[config.mk]
export PLATFORM = sky130hd
export DESIGN_NAME = tam_front_flat
export DESIGN_NICKNAME = d
export VERILOG_FILES = /design/src/rtl/tam_pkg.sv /design/src/rtl/tam_if.sv /design/src/rtl/tam_front.sv /design/src/flat_wrapper.sv
export SDC_FILE = /design/constraint.sdc
export NUM_CORES = 1
export LEC_CHECK = 0
export ABC_AREA = 1
export BUFFER_PORTS_ARGS = -buffer_cell sky130_fd_sc_hd__buf_2
export CAP_MARGIN = 20
export CORE_UTILIZATION = 39
export DETAILED_ROUTE_END_ITERATION = 16
export HOLD_SLACK_MARGIN = 0.1
export PLACE_DENSITY = 0.9
export SLEW_MARGIN = 20
export SYNTH_ARGS = -nofsm -noshare
export SYNTH_HDL_FRONTEND = slang
export SYNTH_SLANG_ARGS = --single-unit
[constraint.sdc]
create_clock -name clk -period 3.45 [get_ports clk]
set_input_delay 0.345 -clock clk [delete_from_list [all_inputs] [get_ports clk]]
set_output_delay 0.345 -clock clk [all_outputs]
set_load 0.1 [all_outputs]
[src/rtl/tam_pkg.sv]
// Package for the three-axis moving average block.
// Fixed sample types, queue depth and the back-end state encoding. No dependencies.
package tam_pkg;

  localparam int SAMPLE_W = 16;
  localparam int AXES     = 3;
  localparam int COUNT_W  = 7;   // width of samples_in_window
  localparam int Q_DEPTH  = 2;   // front-to-back job queue

  typedef logic signed [SAMPLE_W-1:0] sample_t;
  // element 0 is X, 1 is Y, 2 is Z
  typedef logic [AXES-1:0][SAMPLE_W-1:0] triple_t;
  typedef logic [COUNT_W-1:0] count_t;

  typedef enum logic [2:0] {
    BK_IDLE,
    BK_READ,
    BK_SUM,
    BK_DIV,
    BK_OUT
  } back_state_t;

endpackage

[src/rtl/tam_if.sv]
// Valid/ready channel interfaces for sample input and mean output.
// Depends on tam_pkg for the payload types.
interface tam_in_if;
  logic               valid;
  logic               ready;
  tam_pkg::sample_t   sample_x;
  tam_pkg::sample_t   sample_y;
  tam_pkg::sample_t   sample_z;

  modport source (output valid, output sample_x, output sample_y, output sample_z,
                  input ready);
  modport sink   (input valid, input sample_x, input sample_y, input sample_z,
                  output ready);
endinterface


[src/rtl/tam_front.sv]
// Front end: accepts samples, assigns the ring slot and fill count for each.
// Depends on tam_pkg and tam_in_if.
module tam_front #(
  parameter int WINDOW = 100,
  parameter int PW     = 7,
  parameter int CW     = 7,
  parameter int JW     = 63
) (
  input  logic          clk,
  input  logic          rst_n,
  tam_in_if.sink        in_ch,
  output logic          push,
  output logic [JW-1:0] push_data,
  input  logic          q_full
);

  logic [PW-1:0] ptr_r;
  logic [CW-1:0] fill_r, fill_nxt;
  logic          live;
  logic          fire;

  assign in_ch.ready = !q_full;
  assign fire        = in_ch.valid && !q_full;
  assign push        = fire;

  // once the ring has wrapped the slot being replaced holds a real sample,
  // before that it has not been written since reset and is treated as zero
  assign live     = (fill_r == CW'(WINDOW));
  assign fill_nxt = live ? fill_r : fill_r + 1'b1;

  assign push_data = {in_ch.sample_z, in_ch.sample_y, in_ch.sample_x, ptr_r, fill_nxt, live};

  always_ff @(posedge clk) begin
    if (!rst_n) begin
      ptr_r  <= '0;
      fill_r <= '0;
    end else if (fire) begin
      ptr_r  <= (ptr_r == PW'(WINDOW-1)) ? '0 : ptr_r + 1'b1;
      fill_r <= fill_nxt;
    end
  end

endmodule

[src/flat_wrapper.sv]
// flat-port wrapper written by rule: the top's interface ports become plain ports
module tam_front_flat 
#(
  parameter int WINDOW = 100,
  parameter int PW     = 7,
  parameter int CW     = 7,
  parameter int JW     = 63
)
  (clk, rst_n, push, push_data, q_full, in_ch_valid, in_ch_sample_x, in_ch_sample_y, in_ch_sample_z, in_ch_ready);
  tam_in_if in_ch_i ();
  input  logic clk;
  input  logic rst_n;
  output logic push;
  output logic [JW-1:0] push_data;
  input  logic q_full;
  input wire logic [$bits(in_ch_i.valid)-1:0] in_ch_valid;
  input wire logic [$bits(in_ch_i.sample_x)-1:0] in_ch_sample_x;
  input wire logic [$bits(in_ch_i.sample_y)-1:0] in_ch_sample_y;
  input wire logic [$bits(in_ch_i.sample_z)-1:0] in_ch_sample_z;
  output wire logic [$bits(in_ch_i.ready)-1:0] in_ch_ready;
  assign in_ch_i.valid = in_ch_valid;
  assign in_ch_i.sample_x = in_ch_sample_x;
  assign in_ch_i.sample_y = in_ch_sample_y;
  assign in_ch_i.sample_z = in_ch_sample_z;
  assign in_ch_ready = in_ch_i.ready;
  tam_front #(.WINDOW(WINDOW), .PW(PW), .CW(CW), .JW(JW)) u_core (.clk(clk), .rst_n(rst_n), .in_ch(in_ch_i), .push(push), .push_data(push_data), .q_full(q_full));
endmodule
# Word level (Yosys, flattened, before mapping)

Index checks and enable logic that the tools add are counted.

Logic and storage cells: 10
Output and inout bits: 65
Input bits: 52
Register bits after elaboration: 14

Reductions and logical operators: 2
Equality and inequality tests: 2
Muxes and demuxes: 2
Add/sub/neg operators: 2

Operators by type and width:

| cell                                        | count |
|---|---|
| adder 7 x 1 -> 7 bit, second input constant | 2 |
| == test 7 bit, second input constant        | 2 |
| two-way mux 7 bit                           | 2 |
| logical AND 1 bit                           | 1 |
| zero test 1 bit                             | 1 |

# Logic depth before layout (Yosys ltp)

Depth after elaboration: 2
Mapped depth: 10
Mapped depth without buffers: 10

# Least setup slack after synthesis

Ideal clock, no wire load.

Kind: reg2out
From: register u_core.fill_r[0]
To: output port push_data[5]
Data arrival time: 2.128 ns
Buffers on the path: 0
Cell stages (with the launch flop): 4
Slack: 0.977 ns
Data required time: 3.105 ns
Cells stage by stage: dfxtp_1 > ha_1 > nand3_1 > xor2_1

Cells in the longest elaborated chain, start to end: 2
Elaborated cells between the ends (all ways): 3
Classes of those cells: add/sub: 1; eq/ne: 1; mux: 1

Ends and longest elaborated chain:

| what                                                  | line                             | source |
|---|---|---|
| start, declared                                       | tam_front.sv:18                  | `logic [CW-1:0] fill_r, fill_nxt;` |
| start signal, assigned                                | tam_front.sv:39                  | `fill_r <= fill_nxt;` |
| adder 7 x 1 -> 7 bit or == test 7 bit (tied branches) | tam_front.sv:29, tam_front.sv:28 |  |
| two-way mux 7 bit (*)                                 | tam_front.sv:29                  | `assign fill_nxt = live ? fill_r : fill_r + 1'b1;` |
| end, declared                                         | flat_wrapper.sv:14               | `output logic [JW-1:0] push_data;` |

Mark *: on every way between the ends. The rest lies on a longest branch, timed or not.

# Worst setup path after layout

From: register u_core.fill_r[0]
To: output port push_data[4]

The elaborated chain is that of the path after synthesis.

==> results.txt <==
----------------------------------------------------
[Hold path]
  Type of the most critical hold path ... in -> reg
  Worst hold path depth ... 3
  Startpoint of the lowest-slack hold path ... rst_n
  Hold Path Sink ... u_core.ptr_r[1]

[STA]
  Final period demand of the worst path ... 2.17 ns
  Highest clock rate ... 462 MHz
  Max-slew violations ... 0
  Period utilisation layout ... 62.8%
  Unrepaired setup endpoints after global routing ... no
  Relative max-transition margin ... a little under two thirds
  Worst hold margin ... 0.349 ns
  Final Hold Viols ... 0
  Transition time at the pin with the least slew margin ... between 0.5 and 0.6 ns
  Setup slack after layout ... 1.28 ns
  Number of setup violations in the final report ... 0
  Setup clock skew after layout ... 0.00467 ns
  Total Neg Setup Slack ... 0 ns

[Pwr]
  Share of total power consumed by net switching ... 38.7%
  Leakage power of the design ... 0.511 nW
  Maximum vdd drop ... around 0.11 mV
  Sequential fraction of design power ... 42.6%
  Power per cell area ... 419 nW/um2
  Total power ... 415 uW
  Share of total power in the clock network ... 28.0%
  Cell Int Power ... 254 uW
  Fraction of power consumed by combinational cells ... between 20 and 30%
  P_sw ... 161 uW

[Critical path]
  End of the worst register-to-register path ... u_core.fill_r[1]
  Max Fanout on Critical Path ... 5
  Worst Path Class, Setup ... reg -> out
  Startpoint of the lowest-slack register-to-register path ... u_core.fill_r[0]
  Reg2Reg Setup Slack ... 2.09 ns
  Required arrival time at the worst endpoint ... roughly 3.1 ns
  Origin of the worst setup path ... u_core.fill_r[0]
  Kind of start point of the critical path ... flip-flop
  Most numerous cell on the critical path ... inv_1
  WP data arrival ... 1.82 ns
  Type of destination of the critical path ... output pin
  Slowest CP cell ... buf_2
  Cells along the critical path ... inv_1, ha_1, nand2_1, inv_1, nand3_2, nand3_1, inv_1, buf_2
  Worst Reg2Reg Path Length in Cells ... 10
  CP max stage delay ... a little over 0.4 ns

[Placed design]
  Count of buffers from port buffering ... 20
  Total placed instance area ... between 900 and 1000 um2
  Detailed placement HPWL ... 1480 um
  Post-Place Cells ... around 180
  DP Worst Slack ... 1.62 ns
  Last weighted congestion value of the routability-driven placer ... 0.810

[Synthesis]
  Main synth FF type ... dfxtp_1
  Synth top area share ... 30.8%
  Count of mapped cells out of synthesis ... 176
  Cell type with the highest aggregate area in the netlist ... buf_4
  Syn_nets ... 231
  Async set or reset register ratio after synthesis ... 0%
  Sequential cell area fraction in the yosys report ... 23.5%
  Cell with the most instances after synthesis ... buf_4
  Synth warnings ... 0
  Synthesized area divided by synthesized cell count ... 6.79 um2
  Number of distinct library cells after synthesis ... 24
  Post-synthesis instance area ... 1190 um2
  Number of enable flip-flop cells after synthesis ... 0
  Cell types with the highest counts after synthesis ... buf_4 (49), nand2_1 (27), inv_1 (23)
  Top area cells in the synthesized netlist ... buf_4 (31%), dfxtp_1 (23%), nand2_1 (8.5%)
  Number of flip-flops and latches in the synthesized netlist ... 14

[Clocking]
  Number of buffers created by CTS ... 3
  Cts repair resizes ... 0
  Number of clock sinks seen by CTS ... 14
  Clock latency at the later pin of the worst-skew pair ... 0.28 ns
  H-tree Lvls ... 1
  Clock input transition at the sequential cells of the worst setup and hold paths ... 0.08 ns
  Clock tree buffer depth ... 2
  Clk root buf ... clkbuf_4
  Hold buffer count at cts ... 0
  TritonCTS clock tree ... yes
  Post-CTS Setup Repair Bufs ... 0

[Global route]
  Remaining global-route overflow ... 0
  Total Routing Usage GR ... between 10% and 20%
  Largest net degree at the start of global routing ... 12
  Via count of the first global-routing pass ... between 700 and 800
  Initial antenna violation count ... 0
  Wire length of the first global-routing pass ... 3160 um

[Die]
  Y dimension of the die ... approximately 57 um
  Starting Density ... between 40% and 50%
  Floorplan die width ... about 57 um
  Number of rows created at floorplan ... 19
  Full die area ... 3290 um2
  Area of the core ... 2830 um2
  Number of primary I/O pins ... 117

[Drt]
  Count of nets left with antenna violations after detail routing ... 0
  Initial DRC count ... 44
  Iteration count of the initial detailed-routing pass ... 10
  Detail-routed net length per standard cell ... 10.8 um
  Vias ... 871
  Remaining routing DRC violations ... 9
  Routed via count divided by cell count ... 4.81
  Sum of routed wire length over all layers ... roughly 2000 um

[Job]
  Max-capacitance violation count ... 0

[Final layout]
  Final cell count without fillers ... 181
  Total inserted antenna cells ... 0
  Proportion of layout cells with a drive suffix above 1 ... 22.7%
  Final Net Count ... between 200 and 250
  Fill count ... 290
  Area Overhead vs Synth ... -17.1%
  Core utilization of the finished layout ... 35.0%
  Final Cell Area ... 991 um2

[Run status]
  Violated checks ... DRC
  Run status ... finished, violations left

----------------------------------------------------
## power groups by stage
stage          clock network [mW]  logic (mW)  registers [mW]
3_5_place_dp                    0       0.122           0.181
4_1_cts                     0.121       0.122           0.177
3_3_place_gp                    0       0.120           0.180
2_1_floorplan                   0       0.353           0.193
6_report                    0.116       0.122           0.177
5_1_grt                     0.131       0.129           0.178
## registers in the layout, indices dropped and copies added, names as in the netlist
| register | cells |
|---|---|
| u_core.ptr_r | 7 |
| u_core.fill_r | 7 |
## worst max-delay path, delay by kind of cell, from the launching register on
family | cells | cell delay, ns
adder cells (fa/ha/maj) | 1 | 0.19
flip-flops | 1 | 0.40
AND/OR/NAND/NOR | 3 | 0.31
buffers and inverters | 4 | 0.62
## logic make-up after synthesis
kind of cell / after synthesis / synth area share (%)
compound gates: 15 / 6.28
xor+xnor: 2 / 1.47
fa+ha+maj: 3 / 3.14
buf+inv: 76 / 40.2
flops: 14 / 23.5
simple gates: 66 / 25.4
## area by class of cell
| type | instances | area [um2] | area share, % |
|---|---|---|---|
| Clock buffer | 4 | 36.3 | 3.66 |
| Inverter | 26 | 101 | 10.2 |
| Multi-Input combinational cell | 86 | 434 | 43.8 |
| Sequential cell | 14 | 280 | 28.3 |
| Tap cell | 31 | 38.8 | 3.91 |
| Timing Repair Buffer | 20 | 100 | 10.1 |
## cell usage in the layout (no fill, tap or decap)
cell type	Yosys	layout
inv_2	1	1
nand3_1	10	10
o21ai_1	3	3
nand2_1	27	27
clkinv_2	1	1
nor2_1	14	14
o21ai_0	3	3
nand4_1	4	4
or2_0	1	1
nor2_2	3	3
a21oi_1	9	9
clkbuf_4	0	3
nor3_1	2	2
ha_1	3	3
or2_2	1	1
nand2_2	1	1
inv_1	23	23
nand3b_1	1	1
buf_2	0	20
xnor2_1	1	1
inv_4	1	1
dfxtp_1	14	14
clkbuf_8	0	1
nand3_2	2	2
xor2_1	1	1
## per-layer routing
metal  routed length (um)  track usage, %  vias to the layer above
met4                   70            11.8                        0
met2                  922            20.4                       26
met1                  828            13.5                      391
met3                  142            2.49                        9
li1                     -               -                      445
met5                    0               0                        -
## how the worst max path moves through the flow
stage | endpoint | slack, ns | depth (start not counted)
2_1_floorplan | push_data[5] | 0.98 | 3
3_3_place_gp | push_data[4] | 1.63 | 8
3_5_place_dp | push_data[4] | 1.62 | 8
4_1_cts | push_data[4] | 1.27 | 8
5_1_grt | push_data[4] | 1.16 | 8
6_report | push_data[4] | 1.28 | 8
Power figures use the tool's default switching activity.
