`src/rtl/tam_pkg.sv`:
```
// Package for the three-axis moving average block.
// Fixed sample types, queue depth and the back-end state encoding. No dependencies.
package tam_pkg;

  localparam int SAMPLE_W = 16;
  localparam int AXES     = 3;
  localparam int COUNT_W  = 7;   // width of samples_in_window
  localparam int Q_DEPTH  = 2;   // front-to-back job queue

  typedef logic signed [SAMPLE_W-1:0] sample_t;
  // element 0 is X, 1 is Y, 2 is Z
  typedef logic [AXES-1:0][SAMPLE_W-1:0] triple_t;
  typedef logic [COUNT_W-1:0] count_t;

  typedef enum logic [2:0] {
    BK_IDLE,
    BK_READ,
    BK_SUM,
    BK_DIV,
    BK_OUT
  } back_state_t;

endpackage

```
`src/rtl/tam_queue.sv`:
```
// Short register queue carrying jobs from the front end to the back end.
// Depends on tam_pkg for its depth.
module tam_queue #(
  parameter int W = 64
) (
  input  logic         clk,
  input  logic         rst_n,
  input  logic         push,
  input  logic [W-1:0] push_data,
  output logic         full,
  input  logic         pop,
  output logic [W-1:0] pop_data,
  output logic         empty
);

  localparam int QAW = $clog2(tam_pkg::Q_DEPTH);

  logic [W-1:0] entry_r [tam_pkg::Q_DEPTH];
  logic [QAW-1:0] wr_ptr_r, rd_ptr_r;
  logic [QAW:0]   count_r, count_nxt;
  logic           do_push, do_pop;

  assign full     = (count_r == (QAW+1)'(tam_pkg::Q_DEPTH));
  assign empty    = (count_r == '0);
  assign do_push  = push && !full;
  assign do_pop   = pop && !empty;
  assign pop_data = entry_r[rd_ptr_r];

  always_comb begin
    count_nxt = count_r;
    if (do_push && !do_pop) count_nxt = count_r + 1'b1;
    else if (do_pop && !do_push) count_nxt = count_r - 1'b1;
  end

  always_ff @(posedge clk) begin
    if (!rst_n) begin
      wr_ptr_r <= '0;
      rd_ptr_r <= '0;
      count_r  <= '0;
    end else begin
      count_r <= count_nxt;
      if (do_push) wr_ptr_r <= (wr_ptr_r == QAW'(tam_pkg::Q_DEPTH-1)) ? '0 : wr_ptr_r + 1'b1;
      if (do_pop)  rd_ptr_r <= (rd_ptr_r == QAW'(tam_pkg::Q_DEPTH-1)) ? '0 : rd_ptr_r + 1'b1;
    end
  end

  always_ff @(posedge clk) begin
    if (do_push) entry_r[wr_ptr_r] <= push_data;
  end

endmodule

```
`config.mk`:
```
export PLATFORM = sky130hd
export DESIGN_NAME = tam_queue
export DESIGN_NICKNAME = d
export VERILOG_FILES = /design/src/rtl/tam_pkg.sv /design/src/rtl/tam_queue.sv
export SDC_FILE = /design/constraint.sdc
export NUM_CORES = 1
export LEC_CHECK = 0
export BUFFER_PORTS_ARGS = -buffer_cell sky130_fd_sc_hd__clkbuf_2
export CAP_MARGIN = 20
export CORE_MARGIN = 1
export CORE_UTILIZATION = 47
export DETAILED_ROUTE_END_ITERATION = 7
export PLACE_DENSITY = 0.76
export RECOVER_POWER = 100
export SKIP_CTS_REPAIR_TIMING = 1
export SLEW_MARGIN = 40
export SYNTH_ARGS = -nofsm -noshare
export SYNTH_HDL_FRONTEND = slang
export SYNTH_SLANG_ARGS = --single-unit
```
`constraint.sdc`:
```
create_clock -name clk -period 3.3 [get_ports clk]
set_input_delay 0.495 -clock clk [delete_from_list [all_inputs] [get_ports clk]]
set_output_delay 0.495 -clock clk [all_outputs]
set_load 0.03 [all_outputs]
```
### Word level (Yosys, flattened, before mapping)

Memory sizes are Yosys's and may differ from the RTL's. A register that Yosys moved wholly into a read port is not among the register bits.
Index checks and enable logic that the tools add are counted.

* flip-flop bits (word level): 4
* memory bits (writable): 128
* input bits: 68
* output and inout port bits: 66
* word-level logic and storage cells: 27
* memories: 1

Memory list
* entry_r: depth 2, bits a word 64, read ports 1, clocked after memory_dff 1, write ports 1, RTL line tam_queue.sv:18 `logic [W-1:0] entry_r [tam_pkg::Q_DEPTH];`

* add/subtract/negate cells: 4
* equality and inequality tests: 1
* multiplexer cells: 8
* reductions and logical operators: 10

Operators with widths (count)
* 2-to-1 mux 1 bit: 6
* logical AND 1 bit: 4
* zero test 1 bit: 4
* 2-to-1 mux 2 bit: 2
* adder 1 bit (second input constant): 2
* adder 2 x 1 -> 2 bit (second input constant): 1
* == test 2 bit (second input constant): 1
* zero test 2 bit: 1
* nonzero test 2 bit: 1
* subtractor 2 x 1 -> 2 bit (second input constant): 1

### Longest topological paths before layout

Gate-level depths: netlist of run 1.

* word-level depth: 7
* mapped depth: 7

### Least setup slack after synthesis of run 1

OpenSTA, ideal clock, no wires.

* kind: register -> register
* start point: register count_r[0]
* end point: memory entry_r[0][0], enable pin
* library setup time: 0.476 ns
* data arrival time: 3.150 ns
* required time: 2.824 ns
* slack: -0.326 ns
* cell stages (with the launch flop): 4
* buffers on the path: 0
* cells stage by stage: dfxtp_1 -> nand2b_1 -> inv_2 -> nor3_2

* word-level cells in the longest chain between the ends: 5

RTL lines
* start: declaration: RTL line tam_queue.sv:20 `logic [QAW:0] count_r, count_nxt;`
* start signal: assignment: RTL line tam_queue.sv:41 `count_r <= count_nxt;`
* == test 2 bit: RTL line tam_queue.sv:23 `assign full = (count_r == (QAW+1)'(tam_pkg::Q_DEPTH));`
* net full: RTL line tam_queue.sv:10 `output logic full,`
* zero test 1 bit: RTL line tam_queue.sv:25 `assign do_push = push && !full;`
* logical AND 1 bit: RTL line tam_queue.sv:25
* 2-to-1 mux 1 bit: RTL line tam_queue.sv:48 `if (do_push) entry_r[wr_ptr_r] <= push_data;`
* 2-to-1 mux 1 bit (implied by the code): RTL line tam_queue.sv:48
* end: declaration: RTL line tam_queue.sv:18

The timed path passes the listed nets, and every way through them passes these cells.

==> results.sh, run 1 <==
export IMPL_status="complete, but fails checks"
export IMPL_htreeDepth=4
export IMPL_cts_max_path_buffers=2
export IMPL_antenna_found_initial=0
export IMPL_synth_seq_area_share_pct=81.0
export IMPL_ff2ff_setup_slack_ns=0.82
export IMPL_grt_max_degree=37
export IMPL_crit_family="buffers and inverters"
export IMPL_slowest_stage="clkbuf_2"
export IMPL_placed_cells=488
export IMPL_p_total_mw=5.49
export IMPL_clk_latency_ns=0.50
export IMPL_die_w_um=104
export IMPL_drive_gt1_share_pct=32.0
export IMPL_end_kind="output pin"
export IMPL_dr_wl_met3_um=524
export IMPL_fin_cells=520
export IMPL_min_period_ns=2.61
export IMPL_cp_required_ns=2.80
export IMPL_n_antenna_cell=0
export IMPL_die_h_um=104
export IMPL_avgViaCountPerCell=4.81
export IMPL_yosys_register_bits=133
export IMPL_rows=36
export IMPL_final_util_pct=61.8
export IMPL_clk_pin_slew_ns=0.06
export IMPL_vdd_drop_max_v=0.000498
export IMPL_yosys_warnings=0
export IMPL_synth_nets=293
export IMPL_fin_hold_ws_ns=0.184
export IMPL_ant_nets=0
export IMPL_place_gp_congestion=0.702
export IMPL_max_stage_delay_ns=0.64
export IMPL_final_nets=443
export IMPL_post_route_period_util_pct=79.2
export IMPL_clkSinkCount=133
export IMPL_hold_path_startpoint="push_data[47]"
export IMPL_path_max_fanout=33
export IMPL_fillers=806
export IMPL_crit_chain="clkbuf_2, mux2_2, clkbuf_1"
export IMPL_tns_ns=0
export IMPL_initialDrtViolationCount=71
export IMPL_drc_errors=0
export IMPL_final_max_slew_viol_count=30
export IMPL_grt_pass1_vias=2564
export IMPL_top_layer="met4"
export IMPL_netlist_area_sq_um=4870
export IMPL_grt_pass1_wl_mm=12.5
export IMPL_wl_met1_mm=3.31
export IMPL_r2r_cells=4
export IMPL_grt_usage_pct=15.6
export IMPL_areaGrowthSynthToFinish_pct=25.7
export IMPL_grt_overflow=0
export IMPL_worstReg2RegStart="count_r[0]$_SDFFE_PN0P_"
export IMPL_violations="capacitance limit, slew limit"
export IMPL_coreArea_sq_um=9910
export IMPL_startpoint_type="flip-flop"
export IMPL_synthCells=224
export IMPL_post_synth_top_area_cell="edfxtp_1"
export IMPL_num_vias=2499
export IMPL_rsz0062_at_grt="false"
export IMPL_post_drt_wl_per_cell_um=15.2
export IMPL_arrival_ns=2.12
export IMPL_maxCapViolations=1
export IMPL_worst_slew_margin_rel_pct=-7.97
export IMPL_dp_hpwl_mm=5.08
export IMPL_synthTopCellsByArea="edfxtp_1 (79%), mux2_2 (15%), dfxtp_1 (2.1%), buf_6 (1.4%), and2_1 (0.39%)"
export IMPL_hold_viol=0
export IMPL_leakage_nw=2.08
export IMPL_holdPathStages=1
export IMPL_ys_types=21
export IMPL_fin_skew_ns=0.00606
export IMPL_worst_r2r_endpoint="entry_r[0][6]$_DFFE_PP_"
export IMPL_worstSetupPathType="flip-flop to output pin"
export IMPL_start_util_pct=49.2
export IMPL_syn_area_per_cell_sq_um=21.7
export IMPL_p_per_area_nw_per_um2=897
export IMPL_io_pins=134
export IMPL_drt_wl_total_mm=7.91
export IMPL_met2_length_mm=4.01
export IMPL_setup_viol=0
export IMPL_synth_top_cell_area_share_pct=78.9
export IMPL_die_area_sq_um=10800
export IMPL_dr_pass1_iters=4
export IMPL_max_freq_mhz=383
export IMPL_tightestPinTransition_ns=1.62
export IMPL_cts_tree="built"
export IMPL_cts_buffers=17
export IMPL_min_path_type="input port to flip-flop"
export IMPL_hold_path_end="entry_r[0][47]$_DFFE_PP_"
export IMPL_cts_root_buf="clkbuf_8"
export IMPL_cp_num_buf_inv=2
export IMPL_io_buffers=133
==> cells in the final DEF, fill, tap and decap left out <==
cell,instances
and3_1,1
and2_0,1
clkinv_4,1
dfxtp_1,4
xor2_1,1
or3_1,1
clkinv_2,4
bufinv_16,4
nor3_1,1
clkbuf_2,32
buf_12,1
o21ai_0,2
and2_1,2
mux2_2,63
ha_1,1
a21boi_0,2
nand2b_1,1
mux2_1,1
clkinv_1,1
clkbuf_8,1
inv_1,2
clkbuf_16,16
edfxtp_1,128
clkinvlp_4,1
o21a_1,1
nor2_1,2
xnor2_1,2
dfxtp_2,1
clkbuf_1,109
==> power breakdown <==
group	switching, mW	internal (mW)
combinational	1.01	0.450
clock	0.628	1.22
sequential	0.0552	2.13
total	1.69	3.80
==> per-stage QoR <==
| stage | worst slack (ns) | area [sq um] |
|---|---|---|
| after global placement | 1.37 | 5690 |
| final | 0.686 | 6120 |
| after floorplan | 0.671 | 4880 |
| after detailed placement | 1.32 | 5690 |
| after global routing | 0.542 | 6120 |
| after CTS | 0.937 | 6280 |
==> cell usage after synthesis (all sizes together) <==
library cell	number
inv	2
and2	3
xor2	1
mux2	64
o21ai	2
xnor2	2
o21a	1
and3	1
ha	1
buf	7
nand2b	1
a21boi	2
dfxtp	5
nor3	1
nor2	2
edfxtp	128
or3	1
==> area by class of cell <==
type / instances / area (sq um) / area share [%]
Multi-Input combinational cell: 82 / 842 / 13.7
Clock inverter: 11 / 160 / 2.61
Inverter: 2 / 7.51 / 0.123
Timing Repair Buffer: 138 / 574 / 9.38
Tap cell: 133 / 166 / 2.72
Clock buffer: 21 / 429 / 7.01
Sequential cell: 133 / 3950 / 64.4
==> registers in the layout, summed over array words and instances (netlist names), named ones only <==
signal and flops:
wr_ptr_r 1, rd_ptr_r 1, entry_r 128, count_r 2
==> metal layers <==
layer | track usage (%) | up-vias
met5 | 0 | -
met4 | 6.43 | 0
met3 | 6.61 | 6
met2 | 25.0 | 91
met1 | 18.5 | 1213
li1 | - | 1189
==> cell families (layout without fill, tap and decap cells) <==
kind of cell / Yosys count / count (layout) / synth area share (%)
fa+ha+maj: 1 / 1 / 0.257
mux: 64 / 64 / 14.8
compound gates: 5 / 5 / 0.668
xor+xnor: 3 / 3 / 0.540
flops: 133 / 133 / 81.0
buf+inv: 9 / 172 / 1.64
simple gates: 9 / 9 / 1.13
==> worst max path at each step <==
stage                     slack, ns                       end  cells after the start                     from
after floorplan                0.67   entry_r[0][0]$_DFFE_PP_                      3  count_r[0]$_SDFFE_PN0P_
after global placement         1.37  entry_r[1][14]$_DFFE_PP_                      3                     push
after detailed placement       1.32  entry_r[1][19]$_DFFE_PP_                      3  count_r[0]$_SDFFE_PN0P_
after CTS                      0.94              pop_data[62]                      3                flip-flop
after global routing           0.54              pop_data[63]                      3                flip-flop
final                          0.69              pop_data[63]                      3                flip-flop
No activity file was read; power rests on OpenSTA's default activity.
==> run 2: changes to the inputs <==
- clock period: 3.3 -> 2.2 ns (I/O delays scaled with it)
==> results.sh, run 2 (same netlist as run 1, synthesis figures left out) <==
export IMPL_min_period_ns=2.04
export IMPL_startpoint_type="flip-flop"
export IMPL_antenna_found_initial=0
export IMPL_min_path_type="input port to flip-flop"
export IMPL_max_stage_delay_ns=0.56
export IMPL_cts_buffers=17
export IMPL_clk_latency_ns=0.51
export IMPL_drt_wl_total_mm=8.98
export IMPL_dr_pass1_iters=4
export IMPL_ant_nets=0
export IMPL_cts_root_buf="clkbuf_8"
export IMPL_crit_family="simple AND/OR/NAND/NOR gates"
export IMPL_final_common_cell="edfxtp_1"
export IMPL_drc_errors=0
export IMPL_grt_usage_pct=16.3
export IMPL_dp_hpwl_mm=5.19
export IMPL_die_w_um=104
export IMPL_largest_reg_flops=128
export IMPL_clkSinkCount=133
export IMPL_layout_common_cells="edfxtp_1 (128), clkbuf_2 (92), mux2_2 (61)"
export IMPL_die_h_um=104
export IMPL_hold_viol=0
export IMPL_cp_required_ns=2.34
export IMPL_initialDrtViolationCount=110
export IMPL_worstSetupPathType="flip-flop to flip-flop"
export IMPL_vdd_drop_max_v=0.000658
export IMPL_io_buffers=133
export IMPL_crit_chain="nand2b_1, inv_6, nor3_1, clkbuf_1"
export IMPL_cts_max_path_buffers=2
export IMPL_place_area_sq_um=5720
export IMPL_avgViaCountPerCell=4.73
export IMPL_final_cell_area_sq_um=6890
export IMPL_coreArea_sq_um=9910
export IMPL_leakage_nw=2.55
export IMPL_fillers=692
export IMPL_grt_overflow=0
export IMPL_fin_skew_ns=0.00574
export IMPL_post_drt_wl_per_cell_um=15.5
export IMPL_largest_register="entry_r"
export IMPL_largestRegisters="entry_r x128, count_r x2"
export IMPL_drive_gt1_share_pct=42.3
export IMPL_arrival_ns=2.18
export IMPL_slowest_stage="clkbuf_1"
export IMPL_final_nets=503
export IMPL_grt_pass1_wl_mm=13.0
export IMPL_end_kind="flip-flop"
export IMPL_rsz0062_at_grt="false"
export IMPL_num_vias=2743
export IMPL_n_antenna_cell=0
export IMPL_cts_tree="built"
export IMPL_place_gp_congestion=0.728
export IMPL_grt_max_degree=55
export IMPL_htreeDepth=4
export IMPL_tightestPinTransition_ns=0.675
export IMPL_fin_cells=580
export IMPL_cp_num_buf_inv=2
export IMPL_io_pins=134
export IMPL_areaGrowthSynthToFinish_pct=41.4
export IMPL_worst_slew_margin_rel_pct=55.0
export IMPL_final_max_slew_viol_count=0
export IMPL_p_per_area_nw_per_um2=1270
export IMPL_p_total_mw=8.76
export IMPL_max_freq_mhz=490
export IMPL_path_max_fanout=11
export IMPL_start_util_pct=49.2
export IMPL_maxCapViolations=0
export IMPL_setup_viol=0
export IMPL_placed_cells=489
export IMPL_rows=36
export IMPL_post_route_period_util_pct=92.7
export IMPL_die_area_sq_um=10800
export IMPL_clk_pin_slew_ns=0.06
export IMPL_status="finished, final reports clean"
export IMPL_grt_pass1_vias=2619
[run 2: changes by cell type in the layout (fill, tap and decap cells not counted), moves of 2 or more]
cell           previous run  this run
bufinv_16                 4         6
clkinv_4                  1         3
clkbuf_1                109        43
mux2_1                    1         3
dlygate4sd3_1             0        59
clkinv_1                  1         3
mux2_2                   63        61
clkbuf_2                 32        92
clkinv_2                  4         2
[run 2: metal layers]
layer | track usage [%] | up-vias | wire [um]
met5 | 0 | - | 0
li1 | - | 1313 | -
met1 | 18.9 | 1305 | 3680
met3 | 6.80 | 21 | 485
met2 | 26.0 | 104 | 4590
met4 | 8.06 | 0 | 222
[run 2: final cells by class]
type / count / area [sq um] / share of cell area [%]
clock buffers: 17 / 414 / 6.01
clock inverters: 15 / 235 / 3.42
inverters: 2 / 12.5 / 0.182
multi-input cells: 82 / 843 / 12.2
flip-flops and latches: 133 / 3950 / 57.3
well taps: 133 / 166 / 2.42
repair buffers: 198 / 1270 / 18.5
[run 2: per-stage QoR]
stage               setup TNS, ns  util (%)  hold WS, ns  worst slack, ns
floorplan                  -24.07         -        0.429           -0.372
global placement                0      57.8        0.519            0.621
detailed placement              0      57.8        0.522            0.622
CTS                             0      64.3      -0.0240           0.0604
global route                    0      69.5       0.0219           0.0613
finish                          0      69.5       0.0323            0.161
[run 2: report_power, final]
group | switching (mW) | internal, mW | leakage, nW
Clock | 0.997 | 2.06 | 0.314
Combinational | 1.55 | 0.873 | 0.999
Sequential | 0.0914 | 3.19 | 1.24
[run 2: path summary, 6_finish.rpt]
check / from / end / slack (ns) / cells after the start
worst max-delay path: count_r[0]$_SDFFE_PN0P_ / entry_r[0][57]$_DFFE_PP_ / 0.16 / 4
worst min-delay path: push_data[47] / entry_r[0][47]$_DFFE_PP_ / 0.03 / 1
worst max register to register: count_r[0]$_SDFFE_PN0P_ / entry_r[0][57]$_DFFE_PP_ / 0.16 / 4
worst min register to register: count_r[1]$_SDFFE_PN0P_ / count_r[1]$_SDFFE_PN0P_ / 0.56 / 2
==> run 3: changes to the inputs <==
- CORE_UTILIZATION: 47 -> 56
- PLACE_DENSITY: 0.76 -> 0.85
- clock period: 2.2 -> 2.6 ns (I/O delays scaled with it)
==> results.sh, run 3 (same netlist as run 1, synthesis figures left out) <==
export IMPL_status="finished, final reports clean"
export IMPL_ant_nets=0
export IMPL_clkSinkCount=133
export IMPL_clk_pin_slew_ns=0.06
export IMPL_ff2ff_setup_slack_ns=0.37
export IMPL_worstSetupPathType="flip-flop to output pin"
export IMPL_startpoint_type="flip-flop"
export IMPL_max_stage_delay_ns=0.46
export IMPL_fin_cells=493
export IMPL_rows=33
export IMPL_largest_register="entry_r"
export IMPL_place_gp_congestion=0.715
export IMPL_max_freq_mhz=429
export IMPL_fin_skew_ns=0.00797
export IMPL_end_kind="output pin"
export IMPL_min_period_ns=2.33
export IMPL_start_util_pct=58.7
export IMPL_arrival_ns=1.94
export IMPL_worstReg2RegStart="count_r[0]$_SDFFE_PN0P_"
export IMPL_multi_input_area_sq_um=843
export IMPL_final_common_cell="edfxtp_1"
export IMPL_grt_pass1_vias=2588
export IMPL_rsz0062_at_grt="false"
export IMPL_maxCapViolations=0
export IMPL_num_vias=2539
export IMPL_drive_gt1_share_pct=33.0
export IMPL_placed_cells=461
export IMPL_hold_viol=0
export IMPL_initialDrtViolationCount=126
export IMPL_die_area_sq_um=9080
export IMPL_antenna_found_initial=0
export IMPL_p_total_mw=7.00
export IMPL_final_nets=444
export IMPL_die_h_um=95.3
export IMPL_hold_path_end="entry_r[0][22]$_DFFE_PP_"
export IMPL_dp_hpwl_mm=5.50
export IMPL_grt_overflow=0
export IMPL_grt_max_degree=37
export IMPL_cts_max_path_buffers=2
export IMPL_hold_path_startpoint="push_data[22]"
export IMPL_grt_pass1_wl_mm=12.4
export IMPL_cts_tree="built"
export IMPL_io_buffers=133
export IMPL_io_pins=134
export IMPL_worst_r2r_endpoint="entry_r[0][19]$_DFFE_PP_"
export IMPL_leakage_nw=2.07
export IMPL_vdd_drop_max_v=0.000696
export IMPL_drt_wl_total_mm=8.48
export IMPL_coreArea_sq_um=8300
export IMPL_tightestPinTransition_ns=0.928
export IMPL_slowest_stage="clkbuf_4"
export IMPL_crit_chain="clkbuf_4, mux2_2, clkbuf_1"
export IMPL_crit_family="buffers and inverters"
export IMPL_largestRegisters="entry_r x128, count_r x2"
export IMPL_cts_buffers=17
export IMPL_area_sequential_sq_um=3950
export IMPL_worst_slew_margin_rel_pct=38.1
export IMPL_setup_viol=0
export IMPL_largest_reg_flops=128
export IMPL_final_max_slew_viol_count=0
export IMPL_cp_required_ns=2.21
export IMPL_layout_common_cells="edfxtp_1 (128), clkbuf_1 (107), mux2_2 (61)"
export IMPL_fin_ws_ns=0.267
export IMPL_post_drt_wl_per_cell_um=17.2
export IMPL_htreeDepth=4
export IMPL_post_route_period_util_pct=89.7
export IMPL_p_per_area_nw_per_um2=1150
export IMPL_tns_ns=0
export IMPL_cts_root_buf="clkbuf_8"
export IMPL_cp_num_buf_inv=2
export IMPL_areaGrowthSynthToFinish_pct=25.1
export IMPL_n_antenna_cell=0
export IMPL_clk_latency_ns=0.49
export IMPL_fillers=566
export IMPL_path_max_fanout=35
export IMPL_min_path_type="input port to flip-flop"
export IMPL_die_w_um=95.3
export IMPL_r2r_cells=4
export IMPL_avgViaCountPerCell=5.15
export IMPL_holdPathStages=1
export IMPL_drc_errors=0
export IMPL_place_ws_ns=0.879
export IMPL_fin_hold_ws_ns=0.0842
export IMPL_dr_pass1_iters=4
export IMPL_grt_usage_pct=19.3
## run 3: through the flow
step	utilization (%)	cell area (sq um)
final	73.4	6090
after CTS	75.4	6250
after floorplan	-	4890
after global routing	73.4	6090
after global placement	68.2	5660
after detailed placement	68.2	5660
## run 3: cell type report
type	count	share of cell area (%)
inverter	2	0.144
timing repair buffer	139	9.34
clock buffer	19	6.92
clock inverter	13	2.83
multi-input combinational	82	13.8
sequential	133	64.8
tap	105	2.16
## run 3: metal layers
| metal | up-vias | global-route usage [%] | wire length [um] |
|---|---|---|---|
| li1 | 1194 | - | - |
| met1 | 1227 | 22.8 | 3380 |
| met2 | 110 | 32.3 | 4470 |
| met3 | 8 | 7.18 | 545 |
| met4 | 0 | 6.82 | 81 |
| met5 | - | 0 | 0 |
## run 3: how the worst max path moves through the flow
stage,start,end,slack (ns),depth (start not counted)
2_1_floorplan,count_r[0]$_SDFFE_PN0P_,entry_r[0][0]$_DFFE_PP_,0.02,3
3_3_place_gp,flip-flop,pop_data[46],0.89,3
3_5_place_dp,flip-flop,pop_data[20],0.88,3
4_1_cts,flip-flop,pop_data[20],0.32,3
5_1_grt,flip-flop,pop_data[20],0.18,3
6_report,flip-flop,pop_data[20],0.27,3
## run 3: power by group
group	internal (mW)	switching (mW)
clock	1.48	0.875
combinational	0.566	1.29
sequential	2.70	0.0821
